===== src/rtl/spr_pkg.sv =====
`default_nettype none

package spr_pkg;

   // Field widths fixed by the stream format
   localparam int BYTE_W      = 8;
   localparam int LEN_W       = 4;
   localparam int WORD_W      = 64;

   // Longest result burst one item can cause (replacement or full window)
   localparam int BURST_BYTES = 8;
   localparam int BURST_W     = BURST_BYTES * BYTE_W;

   // Configuration register indexes
   typedef enum logic [1:0] {
      CSR_PATTERN_BYTES     = 2'd0,
      CSR_PATTERN_LEN       = 2'd1,
      CSR_REPLACEMENT_BYTES = 2'd2,
      CSR_REPLACEMENT_LEN   = 2'd3
   } csr_addr_type;

endpackage

`default_nettype wire


===== src/rtl/spr_intf.sv =====
`default_nettype none

// Input byte channel
interface spr_req_if;
   logic                         valid;
   logic                         ready;
   logic [spr_pkg::BYTE_W-1:0]   data_byte;
   logic                         last_byte;

   modport source (output valid, output data_byte, output last_byte, input ready);
   modport sink   (input valid, input data_byte, input last_byte, output ready);
endinterface

// Rewritten byte channel
interface spr_rsp_if;
   logic                         valid;
   logic                         ready;
   logic [spr_pkg::BYTE_W-1:0]   out_byte;
   logic                         byte_valid;
   logic                         out_last;
   logic                         config_invalid;

   modport source (output valid, output out_byte, output byte_valid, output out_last,
                   output config_invalid, input ready);
   modport sink   (input valid, input out_byte, input byte_valid, input out_last,
                   input config_invalid, output ready);
endinterface

// Register write channel
interface spr_csr_if;
   logic                         valid;
   logic                         ready;
   spr_pkg::csr_addr_type        addr;
   logic [spr_pkg::WORD_W-1:0]   data;

   modport source (output valid, output addr, output data, input ready);
   modport sink   (input valid, input addr, input data, output ready);
endinterface

`default_nettype wire


===== src/rtl/stream_pattern_replace.sv =====
// Streaming search and replace on a byte stream.
// req_ch carries one byte per item with a last marker; rsp_ch returns the
// rewritten stream, one byte per item, with byte_valid, out_last and
// config_invalid. csr_ch writes the pattern, pattern length, replacement and
// replacement length; it is always ready. The user must write it only while
// idle; the block does not enforce this. Writing the pattern length drops
// any pending window bytes. Each accepted byte enters a window of up to
// MAX_PATTERN bytes that is compared with the pattern in parallel in the
// accepting cycle. Results (0 to 8 per item) are loaded into a burst register
// and shown from the next cycle on, one per cycle while rsp_ch is ready. An
// item causing at most one result sustains one byte per cycle while rsp_ch is
// ready; an item causing more results holds the burst register until they
// drain, and the next item is taken in the cycle its last result leaves.
// A final byte that leaves nothing to emit yields one bare end marker.
// When rsp_ch stalls the burst holds and req_ch ready drops once it is full.
// Reset restores pattern length 1, empty replacement and an empty window.
`default_nettype none

module stream_pattern_replace #(
   parameter int MAX_PATTERN = 8
) (
   input  wire         clock,
   input  wire         reset,
   spr_req_if.sink     req_ch,
   spr_rsp_if.source   rsp_ch,
   spr_csr_if.sink     csr_ch
);

   localparam int CNT_W = $clog2(MAX_PATTERN + 1);
   localparam int LW    = spr_pkg::LEN_W;
   localparam int BW    = spr_pkg::BYTE_W;
   localparam int BSTW  = spr_pkg::BURST_W;
   localparam logic [LW-1:0] MAX_P_LEN = LW'(MAX_PATTERN);
   localparam logic [LW-1:0] MAX_R_LEN = LW'(spr_pkg::BURST_BYTES);

   // Configuration registers
   logic [spr_pkg::WORD_W-1:0] pat_bytes_ff, repl_bytes_ff;
   logic [LW-1:0]              pat_len_ff, repl_len_ff;

   // Window state
   logic [BW-1:0]    win_ff [MAX_PATTERN];
   logic [BW-1:0]    win_in [MAX_PATTERN];
   logic [CNT_W-1:0] win_cnt_ff, win_cnt_in;

   // Burst register
   logic                        bst_active_ff;
   logic [spr_pkg::BURST_W-1:0] bst_bytes_ff;
   logic [LW-1:0]               bst_rem_ff;
   logic                        bst_last_ff, bst_inv_ff, bst_bare_ff;

   // Per-item decode
   logic [LW-1:0]               p_eff, r_eff, load_len;
   logic [CNT_W-1:0]            eff_cnt, cnt_new;
   logic [BW-1:0]               win_new [MAX_PATTERN];
   logic [spr_pkg::BURST_W-1:0] win_flat, load_bytes;
   logic                        full, match, load, load_inv, load_bare;
   logic                        accept, take;

   assign take   = bst_active_ff && rsp_ch.ready;
   assign req_ch.ready = !bst_active_ff || (bst_rem_ff == LW'(1) && rsp_ch.ready);
   assign accept = req_ch.valid && req_ch.ready;
   assign csr_ch.ready = 1'b1;

   assign p_eff = (pat_len_ff > MAX_P_LEN) ? MAX_P_LEN : pat_len_ff;
   assign r_eff = (repl_len_ff > MAX_R_LEN) ? MAX_R_LEN : repl_len_ff;

   // Insert the new byte, compare the window and pick the burst source
   always_comb begin
      eff_cnt = (LW'(win_cnt_ff) >= p_eff) ? '0 : win_cnt_ff;
      cnt_new = eff_cnt + CNT_W'(1);
      full    = (LW'(cnt_new) == p_eff);
      match   = 1'b1;
      win_flat = '0;
      for (int i = 0; i < MAX_PATTERN; i++) begin
         win_new[i] = (CNT_W'(i) == eff_cnt) ? req_ch.data_byte : win_ff[i];
      end
      for (int i = 0; i < MAX_PATTERN; i++) begin
         win_flat[i*BW +: BW] = win_new[i];
         if (LW'(i) < p_eff && win_new[i] != pat_bytes_ff[i*BW +: BW]) begin
            match = 1'b0;
         end
      end

      win_in     = win_new;
      win_cnt_in = cnt_new;
      load_bytes = win_flat;
      load_len   = '0;
      load_inv   = 1'b0;

      priority if (pat_len_ff == '0) begin
         // Invalid pattern length: pass the byte through, window untouched
         win_in     = win_ff;
         win_cnt_in = win_cnt_ff;
         load_bytes = BSTW'(req_ch.data_byte);
         load_len   = LW'(1);
         load_inv   = 1'b1;
      end else if (full && match) begin
         load_bytes = repl_bytes_ff;
         load_len   = r_eff;
         win_cnt_in = '0;
      end else if (full && req_ch.last_byte) begin
         load_len   = p_eff;
         win_cnt_in = '0;
      end else if (full) begin
         // Emit the oldest byte and shift the window
         load_len   = LW'(1);
         win_cnt_in = CNT_W'(p_eff - LW'(1));
         for (int i = 0; i < MAX_PATTERN - 1; i++) begin
            win_in[i] = win_new[i+1];
         end
      end else if (req_ch.last_byte) begin
         load_len   = LW'(cnt_new);
         win_cnt_in = '0;
      end else begin
         load_len   = '0;
      end

      load_bare = req_ch.last_byte && (load_len == '0);
      if (load_bare) begin
         load_bytes = '0;
      end
      load = (load_len != '0) || load_bare;
   end

   // Configuration registers and window count
   always_ff @(posedge clock) begin
      if (reset) begin
         pat_bytes_ff  <= '0;
         pat_len_ff    <= LW'(1);
         repl_bytes_ff <= '0;
         repl_len_ff   <= '0;
         win_cnt_ff    <= '0;
      end else begin
         // A pattern length write drops the pending window
         if (csr_ch.valid && csr_ch.addr == spr_pkg::CSR_PATTERN_LEN) begin
            win_cnt_ff <= '0;
         end else if (accept) begin
            win_cnt_ff <= win_cnt_in;
         end
         if (csr_ch.valid) begin
            unique case (csr_ch.addr)
               spr_pkg::CSR_PATTERN_BYTES:     pat_bytes_ff  <= csr_ch.data;
               spr_pkg::CSR_PATTERN_LEN:       pat_len_ff    <= csr_ch.data[LW-1:0];
               spr_pkg::CSR_REPLACEMENT_BYTES: repl_bytes_ff <= csr_ch.data;
               spr_pkg::CSR_REPLACEMENT_LEN:   repl_len_ff   <= csr_ch.data[LW-1:0];
               default: ;
            endcase
         end
      end
   end

   // Window bytes
   always_ff @(posedge clock) begin
      if (accept) begin
         win_ff <= win_in;
      end
   end

   // Burst control: reload on an item with results, else drain on take
   always_ff @(posedge clock) begin
      if (reset) begin
         bst_active_ff <= 1'b0;
         bst_rem_ff    <= '0;
      end else begin
         if (accept && load) begin
            bst_active_ff <= 1'b1;
            bst_rem_ff    <= load_bare ? LW'(1) : load_len;
         end else if (take) begin
            bst_rem_ff <= bst_rem_ff - LW'(1);
            if (bst_rem_ff == LW'(1)) begin
               bst_active_ff <= 1'b0;
            end
         end
      end
   end

   // Burst payload
   always_ff @(posedge clock) begin
      if (accept && load) begin
         bst_bytes_ff <= load_bytes;
         bst_last_ff  <= req_ch.last_byte;
         bst_inv_ff   <= load_inv;
         bst_bare_ff  <= load_bare;
      end else if (take) begin
         bst_bytes_ff <= bst_bytes_ff >> BW;
      end
   end

   assign rsp_ch.valid          = bst_active_ff;
   assign rsp_ch.out_byte       = bst_bytes_ff[BW-1:0];
   assign rsp_ch.byte_valid     = !bst_bare_ff;
   assign rsp_ch.out_last       = bst_last_ff && (bst_rem_ff == LW'(1));
   assign rsp_ch.config_invalid = bst_inv_ff;

   // Checks
   a_rem_nonzero: assert property (@(posedge clock) disable iff (reset)
      bst_active_ff |-> bst_rem_ff != '0)
      else $error("active burst with no bytes left");

   a_accept_busy: assert property (@(posedge clock) disable iff (reset)
      (accept && bst_active_ff) |-> (take && bst_rem_ff == LW'(1)))
      else $error("item accepted over a burst still in flight");

   a_win_cnt: assert property (@(posedge clock) disable iff (reset)
      LW'(win_cnt_ff) < MAX_P_LEN)
      else $error("window count reached pattern limit");

   a_bare_single: assert property (@(posedge clock) disable iff (reset)
      (bst_active_ff && bst_bare_ff) |-> (bst_last_ff && bst_rem_ff == LW'(1)))
      else $error("bare end marker not a single final result");

   a_inv_single: assert property (@(posedge clock) disable iff (reset)
      (bst_active_ff && bst_inv_ff) |-> bst_rem_ff == LW'(1))
      else $error("pass-through item produced more than one result");

endmodule

`default_nettype wire


===== src/flat_wrapper.sv =====
// flat-port wrapper written by rule: the top's interface ports become plain ports
module stream_pattern_replace_flat 
#(
   parameter int MAX_PATTERN = 8
)
  (clock, reset, req_ch_valid, req_ch_data_byte, req_ch_last_byte, req_ch_ready, rsp_ch_valid, rsp_ch_out_byte, rsp_ch_byte_valid, rsp_ch_out_last, rsp_ch_config_invalid, rsp_ch_ready, csr_ch_valid, csr_ch_addr, csr_ch_data, csr_ch_ready);
  spr_req_if req_ch_i ();
  spr_rsp_if rsp_ch_i ();
  spr_csr_if csr_ch_i ();
  input  wire clock;
  input  wire reset;
  input wire logic [$bits(req_ch_i.valid)-1:0] req_ch_valid;
  input wire logic [$bits(req_ch_i.data_byte)-1:0] req_ch_data_byte;
  input wire logic [$bits(req_ch_i.last_byte)-1:0] req_ch_last_byte;
  output wire logic [$bits(req_ch_i.ready)-1:0] req_ch_ready;
  output wire logic [$bits(rsp_ch_i.valid)-1:0] rsp_ch_valid;
  output wire logic [$bits(rsp_ch_i.out_byte)-1:0] rsp_ch_out_byte;
  output wire logic [$bits(rsp_ch_i.byte_valid)-1:0] rsp_ch_byte_valid;
  output wire logic [$bits(rsp_ch_i.out_last)-1:0] rsp_ch_out_last;
  output wire logic [$bits(rsp_ch_i.config_invalid)-1:0] rsp_ch_config_invalid;
  input wire logic [$bits(rsp_ch_i.ready)-1:0] rsp_ch_ready;
  input wire logic [$bits(csr_ch_i.valid)-1:0] csr_ch_valid;
  input wire logic [$bits(csr_ch_i.addr)-1:0] csr_ch_addr;
  input wire logic [$bits(csr_ch_i.data)-1:0] csr_ch_data;
  output wire logic [$bits(csr_ch_i.ready)-1:0] csr_ch_ready;
  assign req_ch_i.valid = req_ch_valid;
  assign req_ch_i.data_byte = req_ch_data_byte;
  assign req_ch_i.last_byte = req_ch_last_byte;
  assign req_ch_ready = req_ch_i.ready;
  assign rsp_ch_valid = rsp_ch_i.valid;
  assign rsp_ch_out_byte = rsp_ch_i.out_byte;
  assign rsp_ch_byte_valid = rsp_ch_i.byte_valid;
  assign rsp_ch_out_last = rsp_ch_i.out_last;
  assign rsp_ch_config_invalid = rsp_ch_i.config_invalid;
  assign rsp_ch_i.ready = rsp_ch_ready;
  assign csr_ch_i.valid = csr_ch_valid;
  assign csr_ch_i.addr = csr_ch_addr;
  assign csr_ch_i.data = csr_ch_data;
  assign csr_ch_ready = csr_ch_i.ready;
  stream_pattern_replace #(.MAX_PATTERN(MAX_PATTERN)) u_core (.clock(clock), .reset(reset), .req_ch(req_ch_i), .rsp_ch(rsp_ch_i), .csr_ch(csr_ch_i));
endmodule

===== config.mk =====
export PLATFORM = sky130hd
export DESIGN_NAME = stream_pattern_replace_flat
export DESIGN_NICKNAME = d
export VERILOG_FILES = /design/src/rtl/spr_pkg.sv /design/src/rtl/spr_intf.sv /design/src/rtl/stream_pattern_replace.sv /design/src/flat_wrapper.sv
export SDC_FILE = /design/constraint.sdc
export NUM_CORES = 1
export LEC_CHECK = 0
export ABC_AREA = 1
export BUFFER_PORTS_ARGS = -buffer_cell sky130_fd_sc_hd__buf_2
export CAP_MARGIN = 20
export CELL_PAD_IN_SITES_DETAIL_PLACEMENT = 1
export CELL_PAD_IN_SITES_GLOBAL_PLACEMENT = 1
export CORE_ASPECT_RATIO = 1.5
export CORE_UTILIZATION = 45
export CTS_CLUSTER_DIAMETER = 80
export DETAILED_ROUTE_END_ITERATION = 10
export GPL_ROUTABILITY_DRIVEN = 0
export PLACE_DENSITY = 0.81
export SYNTH_ARGS = -nofsm -noshare
export SYNTH_HDL_FRONTEND = slang
export SYNTH_SLANG_ARGS = --single-unit

===== constraint.sdc =====
create_clock -name clock -period 6.89 [get_ports clock]
set_input_delay 1.7225 -clock clock [delete_from_list [all_inputs] [get_ports clock]]
set_output_delay 1.7225 -clock clock [all_outputs]
set_load 0.02 [all_outputs]

# Yosys cells after proc, flatten, opt, wreduce, memory -nomap -nowiden

Cells that the tools add are included.
Widths: inputs -> output; s select.

Register bits after elaboration: 276
Input bits: 80
Output and inout port bits: 14
Word-level logic and storage cells: 132

Add/sub/neg operators: 3
$lt $le $gt $ge: 11
Equality and inequality tests: 20
Muxes and demuxes: 43
Bitwise logic cells: 1
Reduce and logical (&&, ||, !) cells: 35

Operator list:

| operator            | count |
|---|---|
| $mux 64             | 5 |
| $mux 56             | 3 |
| $mux 8              | 8 |
| $ne 8x8->1          | 8 |
| $mux 4              | 15 |
| $logic_and 1x1->1   | 17 |
| $eq 3x4->1 const A  | 4 |
| $lt 3x4->1 const A  | 4 |
| $logic_not 4->1     | 3 |
| $mux 1              | 12 |
| $reduce_and 2->1    | 6 |
| $eq 2x4->1 const A  | 2 |
| $gt 4x4->1 const B  | 2 |
| $lt 1x4->1 const A  | 2 |
| $lt 2x4->1 const A  | 2 |
| $sub 4x1->4 const B | 2 |
| $add 4x1->4 const B | 1 |
| $eq 1x4->1 const A  | 1 |
| $eq 2x2->1 const B  | 2 |
| $eq 4x1->1 const B  | 1 |
| $eq 4x4->1          | 1 |
| $ge 4x4->1          | 1 |
| $reduce_bool 2->1   | 2 |
| $reduce_bool 4->1   | 1 |
| other kinds (6)     | 8 |

# Depth between registers and ports, before layout

Depth after elaboration: 25
Depth in mapped cells: 34
Gate-level depth less buffers: 32

# Worst setup path after synthesis

Ideal clock, no wire load.

Path kind: input-to-reg
From: input port rsp_ch_ready
To: register u_core.win_cnt_ff[0]
Setup time: 70 ps
Arrival time: 5980 ps
Required time: 6820 ps
Slack: 840 ps
Stages on the path: 8
Path buffers: 0
Cells stage by stage: nand3_1 nand2_1 nand2_1 nor2_1 inv_1 nor3_1 o211ai_1 a21oi_1

Longest elaborated chain between the ends: 4

RTL lines:

| item                              | RTL line                      | RTL |
|---|---|---|
| from (decl)                       | flat_wrapper.sv:21            | `input wire logic [$bits(rsp_ch_i.ready)-1:0] rsp_ch_ready;` |
| $logic_and 1x1->1                 | stream_pattern_replace.sv:60  | `assign req_ch.ready = !bst_active_ff \|\| (bst_rem_ff == LW'(1) && rsp_ch.ready);` |
| $logic_or 1x1->1                  | stream_pattern_replace.sv:60  |  |
| net req_ch_ready                  | flat_wrapper.sv:15            | `output wire logic [$bits(req_ch_i.ready)-1:0] req_ch_ready;` |
| $logic_and 1x1->1                 | stream_pattern_replace.sv:61  | `assign accept = req_ch.valid && req_ch.ready;` |
| $reduce_and 2->1 (no source line) | n/a                           |  |
| to (signal assigned)              | stream_pattern_replace.sv:138 | `win_cnt_ff <= win_cnt_in;` |
| to (decl)                         | stream_pattern_replace.sv:43  | `logic [CNT_W-1:0] win_cnt_ff, win_cnt_in;` |

The timed path passes the listed nets, and every way through them passes these cells.
A chain may end at the register's enable or synchronous reset.

# Worst setup path in the final report

From: register u_core.pat_len_ff[0]
To: register u_core.bst_bytes_ff[6] in the netlist's numbering, data pin

Longest elaborated chain between the ends: 24
Elaborated cells on any way between the ends: 71
Those cells by class: add/sub: 1; order compare: 10; eq/ne: 16; mux: 27; reduce/logical: 17

RTL lines:

| item                   | RTL line                      | RTL |
|---|---|---|
| from (decl)            | stream_pattern_replace.sv:38  | `logic [LW-1:0] pat_len_ff, repl_len_ff;` |
| from (signal assigned) | stream_pattern_replace.sv:143 | `spr_pkg::CSR_PATTERN_LEN: pat_len_ff <= csr_ch.data[LW-1:0];` |
| $gt 4x4->1             | stream_pattern_replace.sv:64  | `assign p_eff = (pat_len_ff > MAX_P_LEN) ? MAX_P_LEN : pat_len_ff;` |
| $mux 4                 | stream_pattern_replace.sv:64  |  |
| $ge 4x4->1             | stream_pattern_replace.sv:69  | `eff_cnt = (LW'(win_cnt_ff) >= p_eff) ? '0 : win_cnt_ff;` |
| $mux 4                 | stream_pattern_replace.sv:69  |  |
| $logic_not 4->1        | stream_pattern_replace.sv:75  | `win_new[i] = (CNT_W'(i) == eff_cnt) ? req_ch.data_byte : win_ff[i];` |
| $mux 8                 | stream_pattern_replace.sv:75  |  |
| $ne 8x8->1             | stream_pattern_replace.sv:79  | `if (LW'(i) < p_eff && win_new[i] != pat_bytes_ff[i*BW +: BW]) begin` |
| $logic_and 1x1->1      | stream_pattern_replace.sv:79  |  |
| $mux 1 (8 in series)   | stream_pattern_replace.sv:79  |  |
| $logic_and 1x1->1      | stream_pattern_replace.sv:97  | `end else if (full && match) begin` |
| $mux 4                 | stream_pattern_replace.sv:97  |  |
| $mux 4                 | stream_pattern_replace.sv:90  | `priority if (pat_len_ff == '0) begin` |
| $logic_not 4->1        | stream_pattern_replace.sv:118 | `load_bare = req_ch.last_byte && (load_len == '0);` |
| $logic_and 1x1->1      | stream_pattern_replace.sv:118 |  |
| $logic_or 1x1->1       | stream_pattern_replace.sv:122 | `load = (load_len != '0) \|\| load_bare;` |
| $logic_and 1x1->1      | stream_pattern_replace.sv:179 | `if (accept && load) begin` |
| $mux 64 *              | stream_pattern_replace.sv:179 |  |
| to (signal assigned)   | stream_pattern_replace.sv:180 | `bst_bytes_ff <= load_bytes;` |
| to (signal assigned)   | stream_pattern_replace.sv:185 | `bst_bytes_ff <= bst_bytes_ff >> BW;` |
| to (decl)              | stream_pattern_replace.sv:47  | `logic [spr_pkg::BURST_W-1:0] bst_bytes_ff;` |

Mark *: on every way between the ends. The rest lies on a longest branch, timed or not.

==> summary.md <==
| Metric | Value |
|---|---|
| Longest Clk Path Bufs | `3` |
| Core area | `0.0311 mm²` |
| FF-to-FF End | `u_core.bst_bytes_ff[6]` |
| Tot Pwr | `4.70 mW` |
| Layout cells sized above 1 | `0.123` |
| Vias in the first global route | `13600` |
| Diodes inserted | `0` |
| Max-Cap Viols | `0` |
| Post-route ant nets | `0` |
| Via count | `about 13000` |
| Library cells used by synthesis | `43` |
| Most Frequent Cell on Critical Path | `nand2_1` |
| Fin area | `0.0159 mm²` |
| Avg Cell Area, Syn | `a little under 8 µm²` |
| CP endpoint | `u_core.bst_bytes_ff[6]` |
| Measured slew at the worst slew-check pin | `1.03 ns` |
| Remaining global-route overflow | `0` |
| Warnings, synthesis | `0` |
| Post-synth EDFFs | `~130` |
| PwrDens | `296 mW/mm²` |
| DR WL/cell | `just over 20 µm` |
| Largest net degree at the start of global routing | `about 80` |
| Clock slew at reported path FFs | `0.06 ns` |
| Worst hold start | `u_core.repl_len_ff[1]` |
| Post-layout util | `0.510` |
| Most frequent cell after synthesis | `nand2_1` |
| Skew final | `roughly 0.011 ns` |
| Post-synthesis sequential area ratio | `0.478` |
| Crit share post-route | `0.883` |
| Leakage | `a little under 7 nW` |
| Slowest-stage cell, CP | `o21ai_0` |
| GRT Overall Usage | `0.297` |
| Num rows | `79` |
| Clk Latency, worst-skew pair | `0.57 ns` |
| Register area | `about 0.0068 mm²` |
| Num Clock Sinks | `276` |
| Layout area overhead | `10.9%` |
| Max Fclk | `164 MHz` |
| Max-slew violations | `0` |
| Rel. slew slack | `0.311` |
| Gates resized, CTS repair | `0` |
| H-tree levels | `1` |
| Synth async-reset ratio | `0` |
| Setup CP Type | `reg2reg` |
| Clock buffer count from CTS | `28` |
| Yosys top cell area share | `0.275` |
| Max stage delay on crit path | `0.55 ns` |
| Hold Vio Cnt, Final | `0` |
| Fin nets | `1989` |
| CTS tree | `done` |
| Routed WL | `47.7 mm` |
| Fin crit period | `about 6.1 ns` |
| Post-Place Setup Slack | `roughly 0.88 ns` |
| Req. time, crit path | `7.21 ns` |
| Drt drc | `0` |
| CP max FO | `42` |
| Initial DRC count | `806` |
| Area after DPL | `roughly 0.015 mm²` |
| Crit path launch | `u_core.pat_len_ff[0]` |
| Post-CTS Setup Repair Bufs | `0` |
| Fill cell count | `3904` |
| Reg2Reg Setup Slack | `just over 0.8 ns` |
| Max VDD drop | `~200 µV` |
| Clk root buf | `clkbuf_16` |
| Die ar. | `0.0325 mm²` |
| Area of the multi-input gates | `roughly 0.0064 mm²` |
| R2r startpoint | `u_core.pat_len_ff[0]` |
| RSZ-0062 raised after global routing | `no` |
| Path depth of the worst reg2reg path | `32` |
| Status | `completed` |
| IO Count | `94` |
| Hold Buf Count CTS | `0` |
| Final WS setup | `0.806 ns` |
| Commonest cells post-synth | `nand2_1, nor2_1, o21ai_0, dfxtp_1, edfxtp_1` |
| FF+latch count, synth | `276` |
| Post-Syn Area | `about 0.014 mm²` |
| DP Wirelength | `33.8 mm` |
| Initial antenna violation count | `0` |
| Drt pass-1 iters | `4` |
| Avg Vias per Cell | `5.65` |
| Syn Inst Count | `1862` |
| Worst Setup Start Kind | `flip-flop` |
| Top post-synthesis cells by area | `edfxtp_1, dfxtp_1, nand2_1` |
| Die Wd | `between 100 and 150 µm` |
| Initial Util | `0.460` |
| Crit path DAT | `roughly 6.4 ns` |
| Final setup TNS | `0 ns` |
| Leading area contributor after synthesis | `edfxtp_1` |
| Final setup vio count | `0` |
| Die Ht | `220 µm` |
| CP Capture Type | `flip-flop` |
| Syn Nets | `between 1500 and 2000` |
| Worst Hold Class | `reg2reg` |
| Port bufs | `between 90 and 100` |
| Top_reg_cell synth | `dfxtp_1` |
| Global-route wire length before repair | `approximately 74 mm` |
-- through the flow --
| stage | std cells | hold WS, ns |
|---|---|---|
| floorplan | 1862 | 0.424 |
| global placement | 2274 | 0.446 |
| detailed placement | 2274 | 0.456 |
| CTS | 2326 | 0.465 |
| global route | 2326 | 0.493 |
| finish | 2326 | 0.464 |
-- cells in the final DEF (no fill, tap or decap), types with 4 or more instances in the layout --
| master | netlist | layout |
|---|---|---|
| nor3_1 | 5 | 4 |
| nor2_1 | 345 | 344 |
| nand3b_1 | 26 | 26 |
| nand2_2 | 16 | 18 |
| clkinv_2 | 0 | 6 |
| clkbuf_1 | 63 | 10 |
| inv_1 | 128 | 127 |
| a21oi_1 | 78 | 78 |
| nand3_1 | 106 | 104 |
| o21ai_2 | 4 | 4 |
| clkbuf_16 | 0 | 32 |
| inv_2 | 10 | 9 |
| edfxtp_1 | 131 | 131 |
| o211ai_1 | 8 | 8 |
| ha_1 | 10 | 10 |
| o21ai_0 | 180 | 180 |
| xor2_1 | 6 | 6 |
| dfxtp_1 | 145 | 145 |
| nand2_1 | 439 | 437 |
| o31ai_1 | 17 | 17 |
| a31oi_1 | 23 | 23 |
| buf_2 | 15 | 92 |
| buf_4 | 17 | 20 |
| o31ai_2 | 27 | 27 |
| clkbuf_8 | 0 | 4 |
| o21ai_1 | 23 | 23 |
-- critical path: cells and delay by family, from the launching register on --
kind | cells | cell delay, ns
fa+ha+maj | 1 | 0.37
flops | 1 | 0.37
compound gates | 3 | 0.94
buf+inv | 4 | 0.68
simple gates | 24 | 3.39
-- sequential cells by signal (all words and copies together), names as in the netlist --
register                      flops
u_core.pat_len_ff                 4
u_core.rsp_ch.valid               1
u_core.bst_bare_ff                1
u_core.repl_bytes_ff             64
u_core.pat_bytes_ff              64
u_core.bst_rem_ff                 4
u_core.bst_bytes_ff              64
u_core.win_ff                    64
u_core.repl_len_ff                4
u_core.rsp_ch.config_invalid      1
u_core.bst_last_ff                1
u_core.win_cnt_ff                 4
-- worst min-delay path by stage --
stage | to | cells past startpoint | slack, ns
after floorplan | u_core.repl_len_ff[1] | 2 | 0.42
after global placement | u_core.repl_len_ff[2] | 2 | 0.45
after detailed placement | u_core.repl_len_ff[2] | 2 | 0.46
after CTS | u_core.repl_len_ff[2] | 2 | 0.47
after global routing | u_core.repl_len_ff[1] | 2 | 0.49
final | u_core.repl_len_ff[1] | 2 | 0.46
-- power by group --
part           internal [mW]  total [mW]  switching (mW)
Combinational          0.320        1.06           0.737
Sequential              1.99        2.09          0.0930
Clock                  0.886        1.56           0.673
-- cells by family (layout without fill, tap and decap cells) --
| family | after synthesis | after routing | share of synthesized area |
|---|---|---|---|
| adder cells (fa/ha/maj) | 10 | 10 | 0.00875 |
| XOR/XNOR | 8 | 8 | 0.00490 |
| AND/OR/NAND/NOR | 955 | 955 | 0.279 |
| flip-flops | 276 | 276 | 0.478 |
| buffers and inverters | 246 | 305 | 0.0761 |
| AO/OA/AOI/OAI | 366 | 366 | 0.153 |
| other | 1 | 1 | 0.000262 |
-- final cells by class --
cell class | instances | share of cell area
clock buffers | 46 | 0.0563
inverters | 139 | 0.0330
repair buffers | 114 | 0.0410
well taps | 405 | 0.0319
flip-flops and latches | 276 | 0.431
multi-input cells | 1340 | 0.404
clock inverters | 6 | 0.00237
-- per-layer routing --
layer	part of all wire	global-route usage
met4	0.056	0.173
met2	0.52	0.551
met1	0.38	0.327
met3	0.040	0.0301
met5	0	0
No activity file was read; power rests on OpenSTA's default activity.
